## config.mk

```make
export PLATFORM = sky130hd
export DESIGN_NAME = ssc_queue
export DESIGN_NICKNAME = d
export VERILOG_FILES = /design/src/hw/rtl/ssc_pkg.sv /design/src/hw/rtl/ssc_queue.sv
export SDC_FILE = /design/constraint.sdc
export NUM_CORES = 1
export LEC_CHECK = 0
export BUFFER_PORTS_ARGS = -buffer_cell sky130_fd_sc_hd__buf_2
export CAP_MARGIN = 20
export CORE_ASPECT_RATIO = 1.25
export CORE_MARGIN = 5
export CORE_UTILIZATION = 30
export DETAILED_ROUTE_END_ITERATION = 10
export MAX_ROUTING_LAYER = met4
export PLACE_DENSITY = 0.47
export RECOVER_POWER = 25
export SETUP_SLACK_MARGIN = 0.05
export SLEW_MARGIN = 20
export SYNTH_ARGS = -nofsm -noshare
export SYNTH_HDL_FRONTEND = slang
export SYNTH_SLANG_ARGS = --single-unit
export TNS_END_PERCENT = 5
```

## constraint.sdc

```tcl
create_clock -name aclk -period 5.7 [get_ports aclk]
set_input_delay 1.14 -clock aclk [delete_from_list [all_inputs] [get_ports aclk]]
set_output_delay 1.14 -clock aclk [all_outputs]
set_load 0.01 [all_outputs]
```

## src/hw/rtl/ssc_pkg.sv

```systemverilog
// ----------------------------------------------------------------------------
// ssc_pkg
// Shared types, constants and lookup functions of the six-step commutator.
// ----------------------------------------------------------------------------
package ssc_pkg;

    // field widths
    localparam int TICKS_W    = 16;
    localparam int SCALE_W    = 8;
    localparam int SPEED_W    = TICKS_W + SCALE_W;
    localparam int ERR_W      = SPEED_W + 1;
    localparam int DUTY_W     = 8;
    localparam int STEP_W     = 3;
    localparam int INTEG_W    = 9;
    localparam int CFG_IDX_W  = 3;
    localparam int CFG_DATA_W = 24;
    localparam int S_TDATA_W  = 24;
    localparam int S_TUSER_W  = 2;
    localparam int M_TDATA_W  = 40;

    // error / 100 as multiply by ceil(2^31 / 100) and shift; exact for |e| < 2^24
    localparam int     PI_DIV      = 100;
    localparam int     RECIP_SHIFT = 31;
    localparam int     RECIP_W     = 25;
    localparam longint RECIP_L     = ((64'd1 << RECIP_SHIFT) + PI_DIV - 1) / PI_DIV;
    localparam logic [RECIP_W-1:0] RECIP = RECIP_W'(RECIP_L);
    localparam int     PROD_W      = SPEED_W + RECIP_W;
    localparam int     QUOT_W      = PROD_W - RECIP_SHIFT;

    // reset values
    localparam logic [SPEED_W-1:0] TARGET_SPEED_RST   = 24'd31250;
    localparam logic [SCALE_W-1:0] SPEED_SCALE_RST    = 8'd240;
    localparam logic [DUTY_W-1:0]  REST_DUTY_RST      = 8'd70;
    localparam logic [DUTY_W-1:0]  MAX_DUTY_RST       = 8'd85;
    localparam logic [DUTY_W-1:0]  INTEGRAL_LIMIT_RST = 8'd100;
    localparam logic [DUTY_W-1:0]  FORCE_DUTY_RST     = 8'd70;
    localparam logic [DUTY_W-1:0]  DUTY_LEVEL_RST     = 8'd100;

    localparam logic [STEP_W-1:0] STEP_FIRST = 3'd0;
    localparam logic [STEP_W-1:0] STEP_LAST  = 3'd5;
    localparam logic [STEP_W-1:0] STEP_NONE  = 3'd6;

    localparam int QUEUE_DEPTH = 2;

    typedef enum logic [1:0] {
        OP_EDGE  = 2'd0,
        OP_TICK  = 2'd1,
        OP_FORCE = 2'd2
    } op_t;

    typedef enum logic [CFG_IDX_W-1:0] {
        CFG_TARGET_SPEED   = 3'd0,
        CFG_SPEED_SCALE    = 3'd1,
        CFG_REST_DUTY      = 3'd2,
        CFG_MAX_DUTY       = 3'd3,
        CFG_INTEGRAL_LIMIT = 3'd4,
        CFG_FORCE_DUTY     = 3'd5
    } cfg_idx_t;

    typedef struct packed {
        logic [SPEED_W-1:0] target_speed;
        logic [SCALE_W-1:0] speed_scale;
        logic [DUTY_W-1:0]  rest_duty;
        logic [DUTY_W-1:0]  max_duty;
        logic [DUTY_W-1:0]  integral_limit;
        logic [DUTY_W-1:0]  force_duty;
    } cfg_t;

    // zero-crossing decode: which step must precede, which step follows
    typedef struct packed {
        logic              known;
        logic [STEP_W-1:0] need_step;
        logic [STEP_W-1:0] nxt_step;
    } xing_t;

    // front stage 1 contents
    typedef struct packed {
        logic [1:0]         op;
        xing_t              xing;
        logic               sw_off;
        logic [SPEED_W-1:0] speed;
    } cls_t;

    // queued work item handed to the back end
    typedef struct packed {
        logic [1:0]              op;
        xing_t                   xing;
        logic                    sw_off;
        logic signed [ERR_W-1:0] err;
        logic                    err_neg;
        logic [QUOT_W-1:0]       quot;
    } work_t;

    function automatic xing_t xing_lookup(input logic [1:0] phase, input logic rising);
        xing_t x;
        x.known     = 1'b1;
        x.need_step = STEP_FIRST;
        x.nxt_step  = STEP_FIRST;
        case (phase)
            2'd0: begin
                x.need_step = rising ? 3'd5 : 3'd2;
                x.nxt_step  = rising ? 3'd4 : 3'd1;
            end
            2'd1: begin
                x.need_step = rising ? 3'd1 : 3'd4;
                x.nxt_step  = rising ? 3'd0 : 3'd3;
            end
            2'd2: begin
                x.need_step = rising ? 3'd3 : 3'd0;
                x.nxt_step  = rising ? 3'd2 : 3'd5;
            end
            default: begin
                x.known = 1'b0;
            end
        endcase
        return x;
    endfunction

    // bit 2k: high side of phase k, bit 2k+1: low side of phase k
    function automatic logic [5:0] bridge_pattern(input logic [STEP_W-1:0] step);
        logic [5:0] p;
        case (step)
            3'd0:    p = 6'b000110;
            3'd1:    p = 6'b010010;
            3'd2:    p = 6'b011000;
            3'd3:    p = 6'b001001;
            3'd4:    p = 6'b100001;
            3'd5:    p = 6'b100100;
            default: p = 6'b000000;
        endcase
        return p;
    endfunction

endpackage

```

## src/hw/rtl/ssc_queue.sv

```systemverilog
// ----------------------------------------------------------------------------
// ssc_queue
// Small FIFO of work items between the front and back ends.
// ----------------------------------------------------------------------------
module ssc_queue #(
    parameter int Depth = ssc_pkg::QUEUE_DEPTH     // 2 or more
) (
    input  logic           aclk,
    input  logic           aresetn,
    input  logic           in_valid,
    output logic           in_ready,
    input  ssc_pkg::work_t in_work,
    output logic           out_valid,
    input  logic           out_ready,
    output ssc_pkg::work_t out_work
);

    localparam int PTR_W = $clog2(Depth);
    localparam int CNT_W = $clog2(Depth + 1);

    ssc_pkg::work_t   mem [Depth];
    logic [PTR_W-1:0] wr_ptr_reg;
    logic [PTR_W-1:0] rd_ptr_reg;
    logic [CNT_W-1:0] count_reg;
    logic             push;
    logic             pop;

    assign in_ready  = count_reg != CNT_W'(Depth);
    assign out_valid = count_reg != '0;
    assign out_work  = mem[rd_ptr_reg];
    assign push      = in_valid && in_ready;
    assign pop       = out_valid && out_ready;

    always_ff @(posedge aclk) begin
        if (!aresetn) begin
            wr_ptr_reg <= '0;
            rd_ptr_reg <= '0;
            count_reg  <= '0;
        end else begin
            if (push) begin
                wr_ptr_reg <= (wr_ptr_reg == PTR_W'(Depth - 1)) ? '0 : wr_ptr_reg + 1'b1;
            end
            if (pop) begin
                rd_ptr_reg <= (rd_ptr_reg == PTR_W'(Depth - 1)) ? '0 : rd_ptr_reg + 1'b1;
            end
            if (push && !pop) begin
                count_reg <= count_reg + 1'b1;
            end else if (pop && !push) begin
                count_reg <= count_reg - 1'b1;
            end
        end
    end

    always_ff @(posedge aclk) begin
        if (push) begin
            mem[wr_ptr_reg] <= in_work;
        end
    end

endmodule

```

==> Yosys cells after proc, flatten, opt, wreduce, memory -nomap -nowiden <==
Memory sizes are Yosys's and may differ from the RTL's. A register that Yosys moved wholly into a read port is not among the register bits.
Cells that the tools add are included.
{ "word_totals": {"reg_bits": 4, "latchBits": 0, "ramBits": 108, "rom_bits": 0, "in_bits": 58, "out_inout_bits": 56, "elab_cells": 25, "n_memories": 1} }
{ "classes": {"addsub": 4, "n_mul": 0, "n_div": 0, "magnitude_cmp": 0, "n_eq_ne": 1, "shift": 0, "muxes": 8, "n_bitwise": 0, "reduce_logical": 8} }
{ "memory_table": {"columns": ["memory", "words", "word_bits", "rd", "rd_ports_with_merged_regs", "wr", "line_no", "rtl"], "rows": [
  ["mem", 2, 54, 1, 1, 1, "ssc_queue.sv:21", "ssc_pkg::work_t mem [Depth];"]
]} }
{ "ops": {"columns": ["operator", "n"], "rows": [
  ["1-bit 2-to-1 mux", 6],
  ["1-bit logical AND", 4],
  ["2-bit 2-to-1 mux", 2],
  ["2-bit nonzero test", 2],
  ["1-bit adder, second input constant", 2],
  ["2-bit by 1-bit adder with 2-bit output, second input constant", 1],
  ["1-bit logical NOT", 2],
  ["2-bit inequality test, second input constant", 1],
  ["2-bit by 1-bit subtractor with 2-bit output, second input constant", 1]
]} }

==> Depth between registers and ports, before layout <==
{ "logic_depth": {"depth_word": 6, "depth_mapped": 6, "mapped_depth_nobuf": 6} }

==> Worst setup path after synthesis <==
Ideal clock, no wire load.
{ "synth_timing": {"path_type": "input port to flip-flop", "from": "in in_valid", "to": "mem mem[1][0] in the netlist's numbering (enable)", "setup_time_ps": 418, "t_arrival_ps": 2469, "required_ps": 5282, "slack_ps": 2813, "cell_stages": 1, "n_path_buf": 0, "path_cell_list": "and3_1"} }
{ "synth_via": {"elab_chain_len": 3} }
{ "synth_rtl": {"columns": ["item", "line_no", "rtl"], "rows": [
  ["start: declaration", "ssc_queue.sv:10", "input logic in_valid,"],
  ["1-bit logical AND", "ssc_queue.sv:31", "assign push = in_valid && in_ready;"],
  ["1-bit 2-to-1 mux", "ssc_queue.sv:55", "if (push) begin"],
  ["1-bit 2-to-1 mux (not written as such)", "ssc_queue.sv:56", "mem[wr_ptr_reg] <= in_work;"],
  ["end: declaration", "ssc_queue.sv:21", null]
]} }
Every way passes these cells.

==> metrics.yaml <==
yosys:
  netlist_instances: 192
  synth_seq_area_share_pct: 80.8
  yosys.cell_types.count: 20
  netlist_area_mm2: 0.00414
  synth_top_area_cell: "edfxtp_1"
  avgSynthCellArea_um2: 21.5
  netlist.area_leader.share_pct: 78.4
  synth_area_leaders: "edfxtp_1, mux2_2, dfxtp_1"
  ys_ff_latch: 113
  synth_nets: 251
  ys_warn_count: 0
run_status:
  status: "finished clean"
layout:
  largest_reg_flops: 108
  final_cells: 509
  final_nets: 380
  final_util_pct: 40.1
  syn2layout_area_growth_pct: 32.9
  diodes: 0
  drive_gt1_share_pct: 59.0
  final_cell_mix: "buf_2, edfxtp_1, mux2_2, clkbuf_16, clkbuf_1"
sta:
  setup_viol: 0
  worst_slew_pin_slew_ns: 0.770
  worst_slack_ns: 2.36
  slew_headroom_pct: 48.7
  fin_tns_setup_ns: 0
  holdWs_ns: 0.560
  min_period_ns: 3.34
  fin_skew_ns: 0.00831
  fin_crit_sh_pct: 58.5
  hold_viol: 0
  drv_slew: 0
  rsz0062_at_grt: "false"
  fmax_ghz: 0.300
global_routing:
  busiest_layer: "met2"
  grt_pass1_vias: 2502
  grt_usage_pct: 11.1
  grt_use_met3_pct: 3.46
  overflow: 0
  met2_usage_pct: 17.9
  antenna_found_initial: 0
  grt_pass1_wl_um: 12900
  use_met1_pct: 12.3
  grt_max_degree: 55
placement:
  preCtsSetupSlack_ns: 2.68
  dp.cells: 477
  io_buffers: 113
  dp_hpwl_um: 5170
  gp_congestion: 0.670
die:
  die_area_mm2: 0.0163
  start_util_pct: 30.2
  core-area_mm2: 0.0137
  pin_count: 114
  fp-row-count: 48
  die_w_um: 115
  dieHeight_um: 141
worst_setup_path:
  arrival_ns: 2.20
  cp-start-kind: "flip-flop"
  critPathKind: "reg2out"
  endpoint_kind: "output pin"
  r2r_slack_ns: 3.58
  required_ns: 4.56
  timing.critical_path.fanout_max: 28
clock_tree:
  htree_num_levels: 4
  cts_buffers: 17
  clkSinkCount: 113
  clk_latency_ns: 0.40
  post_cts_resized: 0
  cts_hold_buf: 0
  clk_pin_slew_ns: 0.05
  cts_tree: "yes"
  postCtsSetupBuffers: 0
  root_buffer: "clkbuf_16"
  clk_path_buf_depth: 2
power:
  ir_worst_vdd_mv: 0.232
  clkPwrFrac_pct: 39.8
  seq_power_share_pct: 40.8
  switching_share_pct: 24.8
  internal_power_w: 0.00202
  switching_power_w: 0.000668
  powerDensity_mw_per_mm2: 489
  power_leakage_nw: 2.04
  p_comb_share_pct: 19.4
drt:
  vias: 2137
  drt_iter0_markers: 108
  routed_wl_um: 8080
  drc_errors: 0
  drt_first_pass_iters: 4
  final_antenna_net_count: 0
  drt-wirelength-per-cell_um: 15.9
  viasPerCell: 4.20
min_path:
  min_path_type: "reg2reg"
run:
  max_cap_violations: 0
Yosys cell counts (all sizes together):
library cell and instances:
nand3b 1, mux2 54, edfxtp 108, a21bo 1, inv 1, or3 1
nand2b 1, or2 1, and2 4, xnor2 2, buf 6, o21ai 2
dfxtp 5, xor2 1, and3 1, a21boi 2, ha 1
kinds of logic (layout without fill, tap and decap cells):
| group | count (synthesis) | after routing | share of synthesized area, % |
|---|---|---|---|
| buffers and inverters | 7 | 149 | 1.12 |
| AO/OA/AOI/OAI | 5 | 5 | 0.847 |
| adder cells (fa/ha/maj) | 1 | 1 | 0.302 |
| multiplexers | 54 | 54 | 14.7 |
| flip-flops | 113 | 113 | 80.8 |
| AND/OR/NAND/NOR | 9 | 9 | 1.57 |
| XOR/XNOR | 3 | 3 | 0.635 |
cell type report:
class / instances / area (um^2)
Clock buffer: 19 / 433
Clock inverter: 13 / 168
Multi-Input combinational cell: 72 / 748
Tap cell: 175 / 219
Timing Repair Buffer: 116 / 582
Sequential cell: 113 / 3340
Inverter: 1 / 3.75
Fill cell: 1307 / 8200
path summary, 6_finish.rpt:
check	from	cells after the start	endpoint
setup / recovery	flip-flop	3	out_work[26]
hold / removal	count_reg[1]	2	count_reg[1]
setup reg to reg	count_reg[0]	3	mem[1][24]
hold reg to reg	count_reg[1]	2	count_reg[1]
power groups by stage:
stage          sequential, W  combinational [W]  clock (W)
2_1_floorplan        0.00108           0.000365          0
3_3_place_gp         0.00111           0.000537          0
3_5_place_dp         0.00112           0.000542          0
4_1_cts              0.00110           0.000545    0.00110
5_1_grt              0.00111           0.000581    0.00114
6_report             0.00110           0.000523    0.00107
routing by layer:
layer	wire length [um]	up-vias
met3	453	10
met1	3220	1039
met5	0	-
met4	136	0
met2	4270	71
li1	-	1017
stage by stage:
| stage | total power (W) | instance area [um^2] |
|---|---|---|
| 2_1_floorplan | 0.00145 | 4140 |
| 3_3_place_gp | 0.00165 | 4900 |
| 3_5_place_dp | 0.00166 | 4900 |
| 4_1_cts | 0.00274 | 5500 |
| 5_1_grt | 0.00283 | 5500 |
| 6_report | 0.00269 | 5500 |
critical path: stages (launching register included):
cell	delay (ns)
dfxtp_2	0.76
buf_4	0.48
mux2_2	0.39
buf_2	0.14
No activity file was read; power rests on OpenSTA's default activity.
