==> config.mk <==
export PLATFORM = sky130hd
export DESIGN_NAME = ssc_front
export DESIGN_NICKNAME = d
export VERILOG_FILES = /design/src/hw/rtl/ssc_pkg.sv /design/src/hw/rtl/ssc_front.sv
export SDC_FILE = /design/constraint.sdc
export NUM_CORES = 1
export LEC_CHECK = 0
export ABC_AREA = 1
export BUFFER_PORTS_ARGS = -buffer_cell sky130_fd_sc_hd__buf_2
export CORE_MARGIN = 1.5
export CORE_UTILIZATION = 25
export CTS_CLUSTER_SIZE = 20
export DETAILED_ROUTE_END_ITERATION = 8
export GPL_ROUTABILITY_DRIVEN = 0
export PLACE_DENSITY = 0.48
export SLEW_MARGIN = 10
export SYNTH_ARGS = -nofsm -noshare
export SYNTH_HDL_FRONTEND = slang
export SYNTH_SLANG_ARGS = --single-unit
==> constraint.sdc <==
create_clock -name aclk -period 10.6 [get_ports aclk]
set_input_delay 1.59 -clock aclk [delete_from_list [all_inputs] [get_ports aclk]]
set_output_delay 1.59 -clock aclk [all_outputs]
set_load 0.05 [all_outputs]
==> src/hw/rtl/ssc_pkg.sv <==
// ----------------------------------------------------------------------------
// ssc_pkg
// Shared types, constants and lookup functions of the six-step commutator.
// ----------------------------------------------------------------------------
package ssc_pkg;

    // field widths
    localparam int TICKS_W    = 16;
    localparam int SCALE_W    = 8;
    localparam int SPEED_W    = TICKS_W + SCALE_W;
    localparam int ERR_W      = SPEED_W + 1;
    localparam int DUTY_W     = 8;
    localparam int STEP_W     = 3;
    localparam int INTEG_W    = 9;
    localparam int CFG_IDX_W  = 3;
    localparam int CFG_DATA_W = 24;
    localparam int S_TDATA_W  = 24;
    localparam int S_TUSER_W  = 2;
    localparam int M_TDATA_W  = 40;

    // error / 100 as multiply by ceil(2^31 / 100) and shift; exact for |e| < 2^24
    localparam int     PI_DIV      = 100;
    localparam int     RECIP_SHIFT = 31;
    localparam int     RECIP_W     = 25;
    localparam longint RECIP_L     = ((64'd1 << RECIP_SHIFT) + PI_DIV - 1) / PI_DIV;
    localparam logic [RECIP_W-1:0] RECIP = RECIP_W'(RECIP_L);
    localparam int     PROD_W      = SPEED_W + RECIP_W;
    localparam int     QUOT_W      = PROD_W - RECIP_SHIFT;

    // reset values
    localparam logic [SPEED_W-1:0] TARGET_SPEED_RST   = 24'd31250;
    localparam logic [SCALE_W-1:0] SPEED_SCALE_RST    = 8'd240;
    localparam logic [DUTY_W-1:0]  REST_DUTY_RST      = 8'd70;
    localparam logic [DUTY_W-1:0]  MAX_DUTY_RST       = 8'd85;
    localparam logic [DUTY_W-1:0]  INTEGRAL_LIMIT_RST = 8'd100;
    localparam logic [DUTY_W-1:0]  FORCE_DUTY_RST     = 8'd70;
    localparam logic [DUTY_W-1:0]  DUTY_LEVEL_RST     = 8'd100;

    localparam logic [STEP_W-1:0] STEP_FIRST = 3'd0;
    localparam logic [STEP_W-1:0] STEP_LAST  = 3'd5;
    localparam logic [STEP_W-1:0] STEP_NONE  = 3'd6;

    localparam int QUEUE_DEPTH = 2;

    typedef enum logic [1:0] {
        OP_EDGE  = 2'd0,
        OP_TICK  = 2'd1,
        OP_FORCE = 2'd2
    } op_t;

    typedef enum logic [CFG_IDX_W-1:0] {
        CFG_TARGET_SPEED   = 3'd0,
        CFG_SPEED_SCALE    = 3'd1,
        CFG_REST_DUTY      = 3'd2,
        CFG_MAX_DUTY       = 3'd3,
        CFG_INTEGRAL_LIMIT = 3'd4,
        CFG_FORCE_DUTY     = 3'd5
    } cfg_idx_t;

    typedef struct packed {
        logic [SPEED_W-1:0] target_speed;
        logic [SCALE_W-1:0] speed_scale;
        logic [DUTY_W-1:0]  rest_duty;
        logic [DUTY_W-1:0]  max_duty;
        logic [DUTY_W-1:0]  integral_limit;
        logic [DUTY_W-1:0]  force_duty;
    } cfg_t;

    // zero-crossing decode: which step must precede, which step follows
    typedef struct packed {
        logic              known;
        logic [STEP_W-1:0] need_step;
        logic [STEP_W-1:0] nxt_step;
    } xing_t;

    // front stage 1 contents
    typedef struct packed {
        logic [1:0]         op;
        xing_t              xing;
        logic               sw_off;
        logic [SPEED_W-1:0] speed;
    } cls_t;

    // queued work item handed to the back end
    typedef struct packed {
        logic [1:0]              op;
        xing_t                   xing;
        logic                    sw_off;
        logic signed [ERR_W-1:0] err;
        logic                    err_neg;
        logic [QUOT_W-1:0]       quot;
    } work_t;

    function automatic xing_t xing_lookup(input logic [1:0] phase, input logic rising);
        xing_t x;
        x.known     = 1'b1;
        x.need_step = STEP_FIRST;
        x.nxt_step  = STEP_FIRST;
        case (phase)
            2'd0: begin
                x.need_step = rising ? 3'd5 : 3'd2;
                x.nxt_step  = rising ? 3'd4 : 3'd1;
            end
            2'd1: begin
                x.need_step = rising ? 3'd1 : 3'd4;
                x.nxt_step  = rising ? 3'd0 : 3'd3;
            end
            2'd2: begin
                x.need_step = rising ? 3'd3 : 3'd0;
                x.nxt_step  = rising ? 3'd2 : 3'd5;
            end
            default: begin
                x.known = 1'b0;
            end
        endcase
        return x;
    endfunction

    // bit 2k: high side of phase k, bit 2k+1: low side of phase k
    function automatic logic [5:0] bridge_pattern(input logic [STEP_W-1:0] step);
        logic [5:0] p;
        case (step)
            3'd0:    p = 6'b000110;
            3'd1:    p = 6'b010010;
            3'd2:    p = 6'b011000;
            3'd3:    p = 6'b001001;
            3'd4:    p = 6'b100001;
            3'd5:    p = 6'b100100;
            default: p = 6'b000000;
        endcase
        return p;
    endfunction

endpackage

==> src/hw/rtl/ssc_front.sv <==
// ----------------------------------------------------------------------------
// ssc_front
// Accepts input beats, decodes the edge sequence and works out the speed
// error and its quotient by 100 over two pipeline stages.
// ----------------------------------------------------------------------------
module ssc_front (
    input  logic                             aclk,
    input  logic                             aresetn,
    input  ssc_pkg::cfg_t                    cfg,
    input  logic                             s_tvalid,
    output logic                             s_tready,
    input  logic [ssc_pkg::S_TUSER_W-1:0]    s_tuser,   // [1:0] operation
    input  logic [ssc_pkg::S_TDATA_W-1:0]    s_tdata,   // [1:0] phase, [2] rising,
                                                        // [18:3] elapsed_ticks,
                                                        // [19] switch_off
    output logic                             out_valid,
    input  logic                             out_ready,
    output ssc_pkg::work_t                   out_work
);

    logic           st1_valid_reg;
    ssc_pkg::cls_t  st1_reg;
    ssc_pkg::cls_t  st1_next;
    logic           st2_valid_reg;
    ssc_pkg::work_t st2_reg;
    ssc_pkg::work_t st2_next;
    logic           st2_ready;

    logic signed [ssc_pkg::ERR_W-1:0]  err;
    logic [ssc_pkg::SPEED_W-1:0]       err_mag;
    logic [ssc_pkg::PROD_W-1:0]        prod;

    assign st2_ready = !st2_valid_reg || out_ready;
    assign s_tready  = !st1_valid_reg || st2_ready;

    always_comb begin
        st1_next.op     = s_tuser;
        st1_next.xing   = ssc_pkg::xing_lookup(s_tdata[1:0], s_tdata[2]);
        st1_next.sw_off = s_tdata[19];
        st1_next.speed  = ssc_pkg::SPEED_W'(s_tdata[18:3]) *
                          ssc_pkg::SPEED_W'(cfg.speed_scale);
    end

    always_comb begin
        err     = $signed({1'b0, st1_reg.speed}) - $signed({1'b0, cfg.target_speed});
        err_mag = err[ssc_pkg::ERR_W-1] ? ssc_pkg::SPEED_W'(-err)
                                        : err[ssc_pkg::SPEED_W-1:0];
        prod    = ssc_pkg::PROD_W'(err_mag) * ssc_pkg::PROD_W'(ssc_pkg::RECIP);

        st2_next.op      = st1_reg.op;
        st2_next.xing    = st1_reg.xing;
        st2_next.sw_off  = st1_reg.sw_off;
        st2_next.err     = err;
        st2_next.err_neg = err[ssc_pkg::ERR_W-1];
        st2_next.quot    = prod[ssc_pkg::PROD_W-1:ssc_pkg::RECIP_SHIFT];
    end

    always_ff @(posedge aclk) begin
        if (!aresetn) begin
            st1_valid_reg <= 1'b0;
            st2_valid_reg <= 1'b0;
        end else begin
            if (s_tready) begin
                st1_valid_reg <= s_tvalid;
            end
            if (st2_ready) begin
                st2_valid_reg <= st1_valid_reg;
            end
        end
    end

    always_ff @(posedge aclk) begin
        if (s_tready && s_tvalid) begin
            st1_reg <= st1_next;
        end
        if (st2_ready && st1_valid_reg) begin
            st2_reg <= st2_next;
        end
    end

    assign out_valid = st2_valid_reg;
    assign out_work  = st2_reg;

endmodule

# After elaboration in Yosys (flattened, before gate mapping)
# Index checks and enable logic that the tools add are counted.
[op_classes] n_addsub=2 multipliers=2 n_eq_ne=2 n_mux=9 reduce_logical=8
[ops] cell="$mul A24 B25 Y49 const B" count=1
[ops] cell="$sub A24 B24 Y25" count=1
[ops] cell="$mul A16 B8 Y24" count=1
[ops] cell="$mux W24" count=1
[ops] cell="$neg A24 Y24" count=1
[ops] cell="$pmux W6 S3" count=1
[ops] cell="$mux W3" count=4
[ops] cell="$mux W2" count=2
[ops] cell="$reduce_or A3 Y1" count=1
[ops] cell="$eq A2 B1 Y1 const B" count=1
[ops] cell="$eq A2 B2 Y1 const B" count=1
[ops] cell="$logic_and A1 B1 Y1" count=2
[ops] cell="$logic_not A1 Y1" count=2
[ops] cell="$logic_not A2 Y1" count=1
[ops] cell="$logic_or A1 B1 Y1" count=2
[ops] cell="$mux W1" count=1
[word_totals] ff_bits=90 inputBits=94 wordCells=39

# Logic depth before layout (Yosys ltp)
[depth] ltp_word=4 mapped_depth=46 ltp_nobuf=46

# Least setup slack after synthesis
# Ideal clock, no wire load.
[synth_timing] kind="in2reg" startpoint="in cfg[48] in the netlist's numbering" endpoint="reg st2_reg, in the netlist out_work[17] (data pin)" arrival_time_ps=8769 required_time_ps=10347 setup_slack_ps=1578 cell_stages=39 path_buffers=1 path_cell_list="inv_1 -> ha_1 -> nand2_2 -> inv_1 -> nand2_1 -> nand2_1 -> inv_2 -> nor2_1 -> o21ai_1 -> nand3_1 -> nand2_1 -> a21oi_1 -> nor2_2 -> buf_2 -> o21ai_0 -> xor2_1 -> inv_1 -> fa_1 -> [3 not listed] -> fa_1 -> inv_1 -> fa_1 -> fa_1 -> fa_1 -> inv_1 -> ha_1 -> nand2_1 -> nor2_1 -> inv_1 -> nor2_1 -> nand3_1 -> o21ai_0 -> nand2_1 -> o21ai_0 -> inv_1 -> nand3_1 -> nand2_1"
[synth_via] elab_chain_len=4
[synth_lines] element="from (decl)" line="ssc_front.sv:9" rtl="input ssc_pkg::cfg_t cfg,"
[synth_lines] element="$sub A24 B24 Y25 *" line="ssc_front.sv:45" rtl="err = $signed({1'b0, st1_reg.speed}) - $signed({1'b0, cfg.target_speed});"
[synth_lines] element="$neg A24 Y24" line="ssc_front.sv:46" rtl="err_mag = err[ssc_pkg::ERR_W-1] ? ssc_pkg::SPEED_W'(-err)"
[synth_lines] element="$mux W24 *" line="ssc_front.sv:46"
[synth_lines] element="$mul A24 B25 Y49 *" line="ssc_front.sv:48" rtl="prod = ssc_pkg::PROD_W'(err_mag) * ssc_pkg::PROD_W'(ssc_pkg::RECIP);"
[synth_lines] element="via prod (one bit)" line="ssc_front.sv:31" rtl="logic [ssc_pkg::PROD_W-1:0] prod;"
[synth_lines] element="to (signal assigned)" line="ssc_front.sv:77" rtl="st2_reg <= st2_next;"
[synth_lines] element="to (decl)" line="ssc_front.sv:25" rtl="ssc_pkg::work_t st2_reg;"
# The timed path passes the listed nets; every way through them passes the cells marked *.
# A chain may end at the register's enable or synchronous reset.

# Worst setup path after layout
[layout_timing] startpoint="in cfg[48] in the netlist's numbering" endpoint="reg st2_reg, in the netlist out_work[15] (data pin)"
# Same word-level chain as after synthesis.

==> impl_metrics.py <==
metrics = {
    "layout": {
        "fillCellCount": 8406,
        "number_of_flip_flops_in_the_largest_register": 53,
        "final_layout_net_count": 3096,
        "area_of_the_multi_input_gates_mm2": 0.01399,
        "area.sequential_mm2": 0.002653,
        "area_delta_synth_final_pct": 12.00,
        "finalInstanceArea_mm2": 0.02157,
        "antenna_cells_inserted": 0,
        "drive_above_1_share": 0.09696,
    },
    "global_routing": {
        "largest_net_degree_at_the_start_of_global_routing": 44,
        "globalRouteTotalUtil": 0.1330,
        "antenna_found_initial": 3,
        "global_route_wire_length_before_repair_mm": 79.31,
        "vias_in_the_first_global_route": 14320,
        "grt_remaining_overflow": 0,
    },
    "setup_path": {
        "cpPeakStageDelay_ns": 0.68,
        "cp-endpoint": "out_work[15]",
        "r2r_slack_ns": 1.69,
        "cp-start-kind": "primary input",
        "reg2reg_to": "out_work[17]",
        "cp.required_ns": 10.74,
        "criticalPathCategory": "in2reg",
        "reg2regPathDepth": 40,
        "timing.critical_path.arrival_ns": 10.02,
        "reg2reg_from": "st1_reg[0]",
        "setup.worst_path.end_class": "register",
        "cpMaxStageDelayCell": "fa_1",
        "critPathMaxFanout": 7,
        "startpoint": "cfg[48]",
    },
    "detailed_routing": {
        "drt-met1-wl_mm": 23.89,
        "initialDrtViolationCount": 617,
        "detail_route.wirelength_mm": 50.65,
        "top_layer": "met4",
        "drt_pre_antenna_iters": 5,
        "met3_wirelength_mm": 1.793,
        "via_per_inst": 4.068,
        "vias": 13970,
        "wl_met2_mm": 24.33,
        "route.detailed.wl_per_inst_um": 14.75,
        "drcViolationCount": 0,
        "route.antenna.remaining_nets": 0,
    },
    "clock_tree": {
        "ctsHoldBuffers": 0,
        "post-cts-setup-buffer-count": 0,
        "postCtsResizedCells": 0,
        "clk-insertion-delay-late_ns": 0.40,
        "cts_htree_levels": 3,
        "path_clk_slew_ns": 0.08,
        "root_buffer_master": "clkbuf_16",
        "cts-buffers-inserted": 9,
        "cts_num_sinks": 89,
        "cts_tree": "yes",
        "cts-root-to-sink-buffers": 2,
    },
    "run_status": {
        "outcome": "finished clean",
    },
    "floorplanning": {
        "fp-row-count": 101,
        "ios": 150,
        "die_y_um": 280.6,
        "die_area_mm2": 0.07872,
        "die_w_um": 280.6,
        "floorplan.initialDensity": 0.2532,
        "core_area_mm2": 0.07608,
    },
    "timing": {
        "tightestPinTransition_ns": 0.6573,
        "min_period_over_period": 0.9321,
        "setup_viol": 0,
        "final_max_slew_viol_count": 0,
        "tns_ns": 0,
        "final.setup_skew_ns": 0.01134,
        "hold_violations": 0,
        "fmax_mhz": 101.2,
        "finalWorstPathRequiredPeriod_ns": 9.880,
        "relSlewSlack": 0.5599,
        "grt_setup_unrepaired": "false",
    },
    "place": {
        "dp_hpwl_mm": 45.13,
        "place_area_mm2": 0.02127,
        "port_buffers": 113,
    },
    "flow_run": {
        "drv.max_cap_violation_count": 0,
    },
    "yosys": {
        "postSynthRegisterBits": 89,
        "synth.yosys.seq_area_share": 0.1377,
        "ys_warn_count": 0,
        "syn_area_per_cell_um2": 8.481,
        "synthesis.instances": 2271,
        "synth.distinct_cells": 51,
        "syn-cell-area_mm2": 0.01926,
        "syn_nets": 2969,
    },
    "min_path": {
        "worstHoldPathType": "reg2reg",
        "min-delay-start": "st1_reg[33]",
    },
}
## worst min path at each step
| stage | to | slack (ns) | cells past startpoint |
|---|---|---|---|
| after floorplan | out_work[44] | 0.40 | 0 |
| after global placement | out_work[48] | 0.40 | 0 |
| after detailed placement | out_work[53] | 0.40 | 0 |
| after CTS | out_work[53] | 0.42 | 0 |
| after global routing | out_work[53] | 0.44 | 0 |
| final | out_work[53] | 0.42 | 0 |
## worst max-delay path, delay by kind of cell
| family | cells | cell delay (ns) |
|---|---|---|
| AO/OA/AOI/OAI | 4 | 0.98 |
| buffers and inverters | 11 | 1.11 |
| AND/OR/NAND/NOR | 13 | 1.52 |
| adder cells (fa/ha/maj) | 9 | 4.43 |
| XOR/XNOR | 2 | 0.42 |
## stage by stage
step           utilization  setup WS (ns)  cells  hold WS [ns]
2_1_floorplan            -          1.578   2271        0.4003
3_3_place_gp        0.2796         0.2686   3417        0.4024
3_5_place_dp        0.2796         0.2308   3417        0.4045
4_1_cts             0.2836         0.6522   3433        0.4235
5_1_grt             0.2836        0.09193   3433        0.4350
6_report            0.2836         0.7200   3433        0.4217
## layout by cell type (no fill, tap or decap), types with 11 or more instances in the layout
| cell | count |
|---|---|
| a21oi_1 | 95 |
| buf_2 | 113 |
| buf_4 | 38 |
| edfxtp_1 | 87 |
| fa_1 | 284 |
| ha_1 | 320 |
| inv_1 | 655 |
| nand2_1 | 412 |
| nand2_2 | 22 |
| nand3_1 | 56 |
| nand4_1 | 21 |
| nor2_1 | 76 |
| nor2_2 | 15 |
| o21ai_0 | 45 |
| xnor2_1 | 11 |
| xor2_1 | 49 |
## Yosys cell counts (all sizes together)
cell	number	area (µm²)
nand3	63	350.3
o221ai	2	17.52
and2	3	20.02
a21o	1	7.510
o21bai	4	30.03
o21ai	52	264.0
nor2	91	379.1
and3	1	6.260
edfxtp	87	2613
nor4b	1	8.760
nand3b	2	15.01
ha	320	4004
nor3	11	65.06
a21oi	98	505.5
o211ai	4	30.03
o31ai	4	30.03
nand4	22	143.9
o21a	4	30.03
o221a	1	11.26
xnor2	11	96.34
a221oi	1	8.760
xor2	50	445.4
a31oi	8	50.05
nor4	1	6.260
inv	664	2492
buf	3	17.52
or2	2	12.52
clkbuf	32	122.6
a21boi	1	7.510
o41ai	1	8.760
nand2	436	1707
dfxtp	2	40.04
nor3b	2	15.01
a211oi	2	15.01
fa	284	5685
## logic make-up after synthesis
group | synth area share
flip-flops | 0.1377
AND/OR/NAND/NOR | 0.1417
buffers and inverters | 0.1367
adder cells (fa/ha/maj) | 0.5031
XOR/XNOR | 0.02813
AO/OA/AOI/OAI | 0.05275
## cell type report
class | count | share of cell area
Timing Repair Buffer | 151 | 0.03944
Multi-Input combinational cell | 1483 | 0.6484
Clock buffer | 9 | 0.01044
Clock inverter | 7 | 0.003538
Tap cell | 1030 | 0.05974
Inverter | 664 | 0.1155
Sequential cell | 89 | 0.1230
## per-layer routing
layer	vias up	global-route usage
li1	7154	-
met1	6587	0.1773
met2	197	0.2281
met3	29	0.01874
met4	0	0.02661
met5	-	0
Power is not shown: default switching activity piles up to over one toggle a cycle in this logic, so the estimate is an artifact.
